===== config.mk =====
export PLATFORM = sky130hd
export DESIGN_NAME = hamming_32_40_byte_codec
export DESIGN_NICKNAME = d
export VERILOG_FILES = /design/src/rtl/hbc_pkg.sv /design/src/rtl/hamming_32_40_byte_codec.sv
export SDC_FILE = /design/constraint.sdc
export NUM_CORES = 1
export LEC_CHECK = 0
export BUFFER_PORTS_ARGS = -buffer_cell sky130_fd_sc_hd__buf_2
export CORE_ASPECT_RATIO = 0.9
export CORE_MARGIN = 2
export CORE_UTILIZATION = 50
export CTS_CLUSTER_DIAMETER = 200
export DETAILED_ROUTE_END_ITERATION = 7
export GPL_TIMING_DRIVEN = 0
export HOLD_SLACK_MARGIN = 0.02
export PLACE_DENSITY = 0.73
export SYNTH_ARGS = -nofsm -noshare
export SYNTH_HDL_FRONTEND = slang
export SYNTH_SLANG_ARGS = --single-unit

===== constraint.sdc =====
create_clock -name clk -period 4.3 [get_ports clk]
set_input_delay 0.215 -clock clk [delete_from_list [all_inputs] [get_ports clk]]
set_output_delay 0.215 -clock clk [all_outputs]
set_load 0.1 [all_outputs]

===== src/rtl/hbc_pkg.sv =====
// Shared constants and bit-placement functions for the Hamming 40/32 byte codec.
// No dependencies; imported by hamming_32_40_byte_codec.
`default_nettype none

package hbc_pkg;

	localparam int CODE_W    = 40;
	localparam int DATA_W    = 32;
	localparam int BYTE_W    = 8;
	localparam int CNT_W     = 3;
	localparam int PADDR_W   = 3;
	localparam int PDATA_W   = 32;

	localparam logic [CNT_W-1:0] ENC_GROUP = 3'd4;
	localparam logic [CNT_W-1:0] DEC_GROUP = 3'd5;
	localparam logic [CNT_W-1:0] OUT_ENC   = 3'd5;
	localparam logic [CNT_W-1:0] OUT_DEC   = 3'd4;
	localparam logic [CNT_W-1:0] OUT_ERR   = 3'd1;

	localparam logic [PADDR_W-1:0] ADDR_DECODE_MODE = 3'd0;

	typedef logic [CODE_W-1:0] code_t;
	typedef logic [DATA_W-1:0] word_t;

	// Positions count from the top bit: position p is bit CODE_W-1-p.
	function automatic logic not_data_pos(input int pos);
		return (pos == 0) || (pos == 1) || (pos == 2) || (pos == 4) || (pos == 8) ||
			(pos == 16) || (pos == 32) || (pos == CODE_W - 1);
	endfunction

	function automatic code_t spread_word(input word_t word);
		code_t code;
		int    src;
		code = '0;
		src  = DATA_W - 1;
		for (int pos = 0; pos < CODE_W; pos++) begin
			if (!not_data_pos(pos) && src >= 0) begin
				code[CODE_W-1-pos] = word[src];
				src--;
			end
		end
		return code;
	endfunction

	// Parity 2^i covers every position with bit i set in its index.
	function automatic code_t add_parity(input code_t code);
		code_t res;
		logic  par;
		res = code;
		for (int i = 0; i < 6; i++) begin
			par = 1'b0;
			for (int pos = 0; pos < CODE_W; pos++) begin
				if ((pos & (1 << i)) != 0)
					par = par ^ code[CODE_W-1-pos];
			end
			res[CODE_W-1-(1 << i)] = par;
		end
		return res;
	endfunction

	function automatic word_t gather_data(input code_t code);
		word_t word;
		int    dst;
		word = '0;
		dst  = DATA_W - 1;
		for (int pos = 0; pos < CODE_W; pos++) begin
			if (!not_data_pos(pos) && dst >= 0) begin
				word[dst] = code[CODE_W-1-pos];
				dst--;
			end
		end
		return word;
	endfunction

endpackage

`default_nettype wire


===== src/rtl/hamming_32_40_byte_codec.sv =====
// Top level of the Hamming 40/32 byte stream codec: APB mode register, byte
// gathering, encode/strip logic and the result shift buffer. Depends on hbc_pkg.
//
//  channel  | valid      | ready      | payload
//  ---------+------------+------------+-----------------------------------------
//  input    | byte_valid | byte_ready | data_byte, end_of_stream
//  result   | res_valid  | res_ready  | out_byte, last_of_run, length_error
//  config   | psel/penable/pwrite | pready=1 | paddr, pwdata, prdata
//
// A byte that closes a group is encoded or stripped in the cycle it is taken,
// straight into the result buffer, which then shifts out one byte per cycle
// while res_ready is high (5 in encode, 4 in decode, 1 on a length error).
// A group-closing byte waits only until the result buffer is empty; earlier
// bytes of a group are taken while the buffer still drains.
// Reset clears the mode (encode) and the gathered bytes and empties the result buffer.
`default_nettype none

module hamming_32_40_byte_codec
	import hbc_pkg::*;
(
	input  wire logic               clk,
	input  wire logic               arst_n,
	input  wire logic               psel,
	input  wire logic               penable,
	input  wire logic               pwrite,
	input  wire logic [PADDR_W-1:0] paddr,
	input  wire logic [PDATA_W-1:0] pwdata,
	output logic      [PDATA_W-1:0] prdata,
	output logic                    pready,
	input  wire logic               byte_valid,
	output logic                    byte_ready,
	input  wire logic [BYTE_W-1:0]  data_byte,
	input  wire logic               end_of_stream,
	output logic                    res_valid,
	input  wire logic               res_ready,
	output logic      [BYTE_W-1:0]  out_byte,
	output logic                    last_of_run,
	output logic                    length_error
);

	logic              mode_q;
	code_t             acc_q;
	logic [CNT_W-1:0]  cnt_q;
	code_t             ob_q;
	logic [CNT_W-1:0]  ob_cnt_q;
	logic              ob_err_q;

	logic              cfg_wr;
	logic              in_acc;
	logic              out_acc;
	code_t             acc_nxt;
	logic [CNT_W-1:0]  n_nxt;
	logic [CNT_W-1:0]  group;
	logic              emit;
	word_t             enc_word;
	code_t             enc_code;
	word_t             dec_word;

	assign pready = 1'b1;
	assign cfg_wr = psel && penable && pwrite && pready && (paddr == ADDR_DECODE_MODE);
	assign prdata = (paddr == ADDR_DECODE_MODE) ? {{(PDATA_W-1){1'b0}}, mode_q} : '0;

	assign acc_nxt = {acc_q[CODE_W-BYTE_W-1:0], data_byte};
	assign n_nxt   = cnt_q + 3'd1;
	assign group   = mode_q ? DEC_GROUP : ENC_GROUP;
	assign emit    = (n_nxt >= group) || end_of_stream;

	// A non-closing byte only accumulates; a closing one needs an empty buffer.
	assign byte_ready = !emit || (ob_cnt_q == '0);
	assign in_acc     = byte_valid && byte_ready;

	assign res_valid    = (ob_cnt_q != '0);
	assign out_acc      = res_valid && res_ready;
	assign out_byte     = ob_q[CODE_W-1 -: BYTE_W];
	assign last_of_run  = (ob_cnt_q == 3'd1);
	assign length_error = ob_err_q;

	// Zero-pad a short final group at the low end of the data word.
	always_comb begin
		case (n_nxt)
			3'd1:    enc_word = {acc_nxt[7:0], 24'b0};
			3'd2:    enc_word = {acc_nxt[15:0], 16'b0};
			3'd3:    enc_word = {acc_nxt[23:0], 8'b0};
			default: enc_word = acc_nxt[DATA_W-1:0];
		endcase
	end

	assign enc_code = add_parity(spread_word(enc_word));
	assign dec_word = gather_data(acc_nxt);

	always_ff @(posedge clk or negedge arst_n) begin
		if (!arst_n) begin
			mode_q <= 1'b0;
			acc_q  <= '0;
			cnt_q  <= '0;
		end else if (cfg_wr) begin
			mode_q <= pwdata[0];
			acc_q  <= '0;
			cnt_q  <= '0;
		end else if (in_acc) begin
			if (emit) begin
				acc_q <= '0;
				cnt_q <= '0;
			end else begin
				acc_q <= acc_nxt;
				cnt_q <= n_nxt;
			end
		end
	end

	always_ff @(posedge clk or negedge arst_n) begin
		if (!arst_n) begin
			ob_cnt_q <= '0;
			ob_err_q <= 1'b0;
		end else if (in_acc && emit) begin
			if (!mode_q) begin
				ob_cnt_q <= OUT_ENC;
				ob_err_q <= 1'b0;
			end else if (n_nxt < DEC_GROUP) begin
				ob_cnt_q <= OUT_ERR;
				ob_err_q <= 1'b1;
			end else begin
				ob_cnt_q <= OUT_DEC;
				ob_err_q <= 1'b0;
			end
		end else if (out_acc) begin
			ob_cnt_q <= ob_cnt_q - 3'd1;
			if (ob_cnt_q == 3'd1)
				ob_err_q <= 1'b0;
		end
	end

	// Payload buffer: load a whole word, then advance one byte per taken result.
	always_ff @(posedge clk) begin
		if (in_acc && emit) begin
			if (!mode_q)
				ob_q <= enc_code;
			else if (n_nxt < DEC_GROUP)
				ob_q <= '0;
			else
				ob_q <= {dec_word, {BYTE_W{1'b0}}};
		end else if (out_acc) begin
			ob_q <= {ob_q[CODE_W-BYTE_W-1:0], {BYTE_W{1'b0}}};
		end
	end

`ifndef NO_ASSERTIONS
	a_ob_cnt_range: assert property (@(posedge clk) disable iff (!arst_n)
		ob_cnt_q <= OUT_ENC)
		else $error("result buffer count out of range");

	a_gather_below_group: assert property (@(posedge clk) disable iff (!arst_n)
		cnt_q < group || cnt_q == '0)
		else $error("gathered byte count reached a full group without emitting");

	a_err_single: assert property (@(posedge clk) disable iff (!arst_n)
		ob_err_q |-> (ob_cnt_q == 3'd1))
		else $error("length error result is not a single last word");

	a_emit_loads: assert property (@(posedge clk) disable iff (!arst_n)
		(in_acc && emit && !cfg_wr) |=> (ob_cnt_q != '0))
		else $error("group-closing word did not load the result buffer");
`endif

endmodule

`default_nettype wire

==> flow_summary.ini, run 1 <==
[global_routing]
grt_max_degree = 40
track_usage_pct = 30.41
antenna_found_initial = 0
overflow = 0
grt_pass1_wl_mm = 26.36
grt_pass1_vias = 4735

[timing]
relSlewSlack_pct = 45.14
hold_viol = 0
slew_viol_final = 0
setup_viol = 0
final.period_utilization_pct = 95.97
fin_crit_ns = 4.127
fin_skew_ns = 0.006294
grt_setup_unrepaired = no
fmax_ghz = 0.2423
fin_hold_ws_ns = 0.08378
worst_pin_slew_ns = 0.8230

[yosys]
synth_area_sq_mm = 0.005409
ys_seq_area_share_pct = 38.31
avgSynthCellArea_sq_um = 9.075
synthArstFlopShare_pct = 48.00
yosysMostFrequentCell = a21oi_1
synth_edf_count = 39
synth.top_cell.area_share_pct = 21.65
synth_top_cell_by_area = edfxtp_1
ys_seq_elements = 75
synth_cell_types = 57
dominantRegCellSynth = edfxtp_1
syn_inst = 596
synth_common_cells = a21oi_1 (66), nand2_1 (57), nor2_1 (48)
yosys_warnings = 0
netlist_top_cells_area = edfxtp_1 (22%), dfrtp_1 (17%), a21oi_1 (6.1%)

[placement]
dp_hpwl_mm = 12.47
io_buffers = 27
place.gp.congestion = 0.9943

[die]
initial_utilization_pct = 50.67
die_w_microns = 113.6
die_area_sq_mm = 0.01167
die_h_microns = 102.7
core_sq_mm = 0.01068
io_pins = 96
rows = 36

[detailed_routing]
route.detailed.drc = 0
vias = 5057
drt_iter0_drc = 721
wl_per_cell_microns = 21.66
drt_wl_total_mm = 17.40
avgViaCountPerCell = 6.298
drtPass1Iterations = 6
antenna_left = 0

[clocking]
post-cts-setup-buffers = 0
insertion_delay_ns = 0.35
clkTransAtPathRegs_ns = 0.06
cts_tree = yes
cts_buffer_depth = 2
cts_inserted_buffers = 9
htree_num_levels = 3
cts_root_buf = clkbuf_16
cts.sinks = 75

[worst_setup_path]
cpLargestDelayFamily = XOR/XNOR gates
crit_path_cell_trace = inv_1 > ha_1 > buf_6 > clkbuf_1 > a22oi_1 > nor2_1 > nor3_1 > a211oi_1 > xor2_1 > xor3_1 > xor2_1 > a21oi_1
max_stage_delay_ns = 0.49
critical_path_class = register to register
required_ns = 4.38
cpMostUsedCell = xor2_1
rrSetupSlack_ns = 0.17
worstPathMaxFanout = 10
start_kind = register
cp.buffers_inverters = 3
crit_arrival_ns = 4.20
cp_slowest_cell = xor3_1
crit_path_end_kind = register

[final_layout]
area_growth_pct = 13.90
diodes = 0
drive_above_1_share_pct = 17.31
nets = 724

[status]
status = finished, final reports clean

[flow_run]
maxCapViolations = 0

[hold_path]
min_path_type = input port to register
==> state kept, by name, indices dropped and copies added, names as in the netlist <==
name / flops
cnt_q: 3
mode_q: 1
ob_cnt_q: 3
length_error: 1
ob_q: 39
acc_q: 28
==> cell usage in the layout, fill, tap and decap left out, types with 3 or more instances in the layout <==
cell	Yosys	routed
a21oi_1	66	66
nand2_1	57	56
nor2_1	48	48
buf_4	41	41
clkbuf_1	38	39
edfxtp_1	39	39
dfrtp_1	36	36
o21ai_0	35	35
conb_1	2	32
buf_2	4	31
a22o_1	30	30
xnor2_1	21	21
a22oi_1	16	16
a31oi_1	12	12
xor2_1	11	11
nor3_1	10	10
nand2b_1	9	9
and3_1	9	9
clkbuf_16	0	9
inv_1	8	8
a222oi_1	8	8
nand3_1	8	8
ha_1	8	8
clkbuf_8	6	6
a221oi_1	6	6
xnor3_1	6	6
o22ai_1	5	5
a211oi_1	5	5
buf_1	5	4
buf_6	4	4
or3_1	4	4
a22o_2	4	4
o21bai_1	3	3
and2_1	3	3
o21a_1	3	3
==> logic make-up (layout without fill, tap and decap cells) <==
kind of cell | after synthesis | count (layout) | synth area share [%]
AO/OA/AOI/OAI | 206 | 206 | 25.75
adder cells (fa/ha/maj) | 8 | 8 | 1.851
XOR/XNOR | 41 | 41 | 8.721
other | 2 | 32 | 0.1388
flip-flops | 75 | 75 | 38.31
AND/OR/NAND/NOR | 156 | 156 | 13.00
multiplexers | 1 | 1 | 0.1851
buffers and inverters | 107 | 151 | 12.05
==> cell type report <==
cell class	instances	area [sq um]
Fill cell	963	4514
Multi-Input combinational cell	444	2805
Sequential cell	75	2072
Buffer	99	623.1
Clock buffer	10	229.0
Tap cell	133	166.4
Timing Repair Buffer	28	145.1
Clock inverter	6	90.09
Inverter	8	30.03
==> per-stage QoR <==
step | area [sq um] | worst slack (ns) | cells | setup TNS (ns) | utilization, %
final | 6161 | 0.1731 | 803 | 0 | 57.71
after global routing | 6161 | 0.04604 | 803 | 0 | 57.71
after CTS | 6155 | 0.005589 | 803 | 0 | 57.65
after detailed placement | 5826 | 0.04093 | 786 | 0 | 54.57
after global placement | 5823 | -0.4323 | 786 | -16.79 | 54.55
after floorplan | 5522 | 0.5828 | 626 | 0 | -
==> what timing repair did <==
action,4_1_cts,5_1_grt
resized for setup,0,2
endpoints found under the setup margin,0,39
hold endpoints to repair,36,0
hold buffers,1,0
==> routing by layer <==
| layer | up-vias | part of all wire, % | GRT usage, % |
|---|---|---|---|
| met5 | - | 0 | 0 |
| met4 | 0 | 3.8 | 14.45 |
| met3 | 65 | 11 | 7.113 |
| met2 | 335 | 44 | 46.66 |
| met1 | 2429 | 41 | 41.10 |
| li1 | 2228 | - | - |
==> worst paths after layout <==
check	end	cells past startpoint	startpoint
min in group asynchronous	cnt_q[1]$_DFFE_PN0P_	2	arst_n
worst max-delay path	ob_q[35]$_DFFE_PP_	12	cnt_q[0]$_DFFE_PN0P_
worst min-delay path	mode_q$_DFFE_PN0P_	3	pwdata[0]
max in group asynchronous	acc_q[1]$_DFFE_PN0P_	2	arst_n
worst min register to register	acc_q[24]$_DFFE_PN0P_	1	acc_q[24]$_DFFE_PN0P_
worst max register to register	ob_q[35]$_DFFE_PP_	12	cnt_q[0]$_DFFE_PN0P_
==> worst register-to-register path, delay by kind of cell, from the launching register on <==
family	cells	cell delay, ns
adders and majority gates	1	0.20
DFF	1	0.42
buffers and inverters	3	0.71
AOI/OAI and AO/OA	3	0.65
and+or+nand+nor	2	0.59
xor gates and xnor gates	3	1.29
Power of run 1 is not shown: default switching activity piles up to over one toggle a cycle in this logic, so the estimate is an artifact.
==> inputs of run 2 (changes only) <==
Settings changed: ABC_AREA set to 1, PLACE_DENSITY 0.73 to 0.72.
==> flow_summary.ini, run 2 <==
[flow_run]
maxCapViolations = 0

[worst_setup_path]
worstPathMaxFanout = 10
cp_slowest_cell = o31ai_4
required_ns = 4.39
crit_path_cell_trace = inv_1 > ha_1 > buf_6 > o31ai_4 > buf_4 > nand2_1 > nand2_1 > nand3_1 > nand2_1 > nand3_1 > nand2_1 > nand2_1 > nand2_1 > nand3_1 > nand3_1 > a21oi_1
crit_path_end_kind = register
start_kind = register
cpMostUsedCell = nand2_1
crit_arrival_ns = 3.20
max_stage_delay_ns = 0.51
critical_path_class = register to register

[detailed_routing]
antenna_left = 0
wl_per_cell_microns = 18.02
drt_wl_total_mm = 17.55
wl_met3_mm = 1.602
drtPass1Iterations = 5
wl_met1_mm = 7.337
vias = 5373
dr_wl_met2_mm = 7.981
drt_iter0_drc = 594
top_layer_used = met4
avgViaCountPerCell = 5.516
route.detailed.drc = 0

[timing]
worst_pin_slew_ns = 0.8467
fin_skew_ns = 0.007239
setup_viol = 0
slew_viol_final = 0
fmax_ghz = 0.3219
fin_crit_ns = 3.106
grt_setup_unrepaired = no
relSlewSlack_pct = 43.55
final.period_utilization_pct = 72.24
hold_viol = 0
fin_tns_setup_ns = 0

[clocking]
htree_num_levels = 3
cts_buffer_depth = 2
cts.repair.resized = 0
insertion_delay_ns = 0.34
cts.sinks = 75
cts_tree = yes
cts_hold_buffers = 1
cts_inserted_buffers = 9
post-cts-setup-buffers = 0
clkTransAtPathRegs_ns = 0.06
cts_root_buf = clkbuf_16

[yosys]
dominantRegCellSynth = edfxtp_1
synth_cell_types = 38
ys_seq_elements = 75
netlist_top_cells_area = edfxtp_1 (21%), nand2_1 (17%), dfrtp_1 (16%)
synth_area_sq_mm = 0.005510
yosysMostFrequentCell = nand2_1
synth_edf_count = 39
avgSynthCellArea_sq_um = 7.231
synth_common_cells = nand2_1 (253), inv_1 (106), nand3_1 (73)
yosys_warnings = 0
synth.top_cell.area_share_pct = 21.25
synthArstFlopShare_pct = 48.00
syn_inst = 762
synth_top_cell_by_area = edfxtp_1
ys_seq_area_share_pct = 37.60

[global_routing]
overflow = 0
grt_max_degree = 37
grt_pass1_wl_mm = 27.61
antenna_found_initial = 0
track_usage_pct = 30.85
grt_pass1_vias = 5001

[final_layout]
layout_common_cells = nand2_1 (252), inv_1 (106), nand3_1 (73)
area_growth_pct = 13.67
regMostFlops = ob_q
design_area_sq_mm = 0.006264
final_common_cell = nand2_1
drive_above_1_share_pct = 15.93
diodes = 0
nets = 895
largest_reg_flops = 39
top_regs = ob_q (39), acc_q (28)

[die]
initial_utilization_pct = 51.19
die_h_microns = 103.6
die_area_sq_mm = 0.01188
io_pins = 96
rows = 36
core_sq_mm = 0.01077
die_w_microns = 114.7

[placement]
dp_hpwl_mm = 13.58
place.gp.congestion = 0.9572
placed_cell_area_sq_mm = 0.005974
io_buffers = 31

[hold_path]
min_path_type = input port to register

[status]
status = finished, final reports clean
-- run 2: area by class of cell --
| type | count | area, sq um |
|---|---|---|
| inverter | 110 | 412.9 |
| fill | 1022 | 4502 |
| multi-input combinational | 543 | 2683 |
| clock inverter | 6 | 40.04 |
| tap | 133 | 166.4 |
| timing repair buffer | 33 | 192.7 |
| clock buffer | 10 | 239.0 |
| sequential | 75 | 2072 |
| buffer | 64 | 457.9 |
-- run 2: cells by family (layout without fill, tap and decap cells) --
family                     after synthesis  count (layout)  synth area share [%]
other                                    2              32                0.1363
xor gates and xnor gates                17              17                 2.702
and+or+nand+nor                        388             388                 29.65
AOI/OAI and AO/OA                       98              98                 12.28
DFF                                     75              75                 37.60
buffers and inverters                  174             223                 15.80
adders and majority gates                8               8                 1.817
-- run 2: stage by stage --
stage / cells / util, % / hold WS (ns) / setup slack, ns
2_1_floorplan: 792 / - / -0.08059 / 0.3082
3_3_place_gp: 956 / 55.22 / 0.3531 / 0.7422
3_5_place_dp: 957 / 55.50 / 0.3542 / 1.280
4_1_cts: 974 / 58.18 / 0.1218 / 1.256
5_1_grt: 974 / 58.18 / 0.1670 / 0.9879
6_report: 974 / 58.18 / 0.1216 / 1.194
-- run 2: metal layers --
| metal | global-route usage [%] | up-vias |
|---|---|---|
| met3 | 6.202 | 45 |
| met4 | 11.50 | 0 |
| met2 | 47.30 | 298 |
| met1 | 43.06 | 2463 |
| met5 | 0 | - |
| li1 | - | 2567 |
-- run 2: worst paths after layout --
kind,depth (start not counted),end,slack [ns],from
min,3,mode_q$_DFFE_PN0P_,0.12,pwdata[0]
max,16,ob_q[38]$_DFFE_PP_,1.19,cnt_q[0]$_DFFE_PN0P_
max in group asynchronous,2,acc_q[2]$_DFFE_PN0P_,3.24,arst_n
min reg2reg,2,acc_q[23]$_DFFE_PN0P_,0.52,acc_q[23]$_DFFE_PN0P_
min in group asynchronous,2,ob_cnt_q[2]$_DFFE_PN0P_,0.52,arst_n
max reg2reg,16,ob_q[38]$_DFFE_PP_,1.19,cnt_q[0]$_DFFE_PN0P_
-- run 2: worst max-delay path: cells and delay by family, from the launching register on --
family,cells,cell delay [ns]
buffers and inverters,3,0.58
AOI/OAI and AO/OA,2,0.58
adders and majority gates,1,0.23
and+or+nand+nor,10,1.00
DFF,1,0.44
Power of run 2 is left out for the same reason.
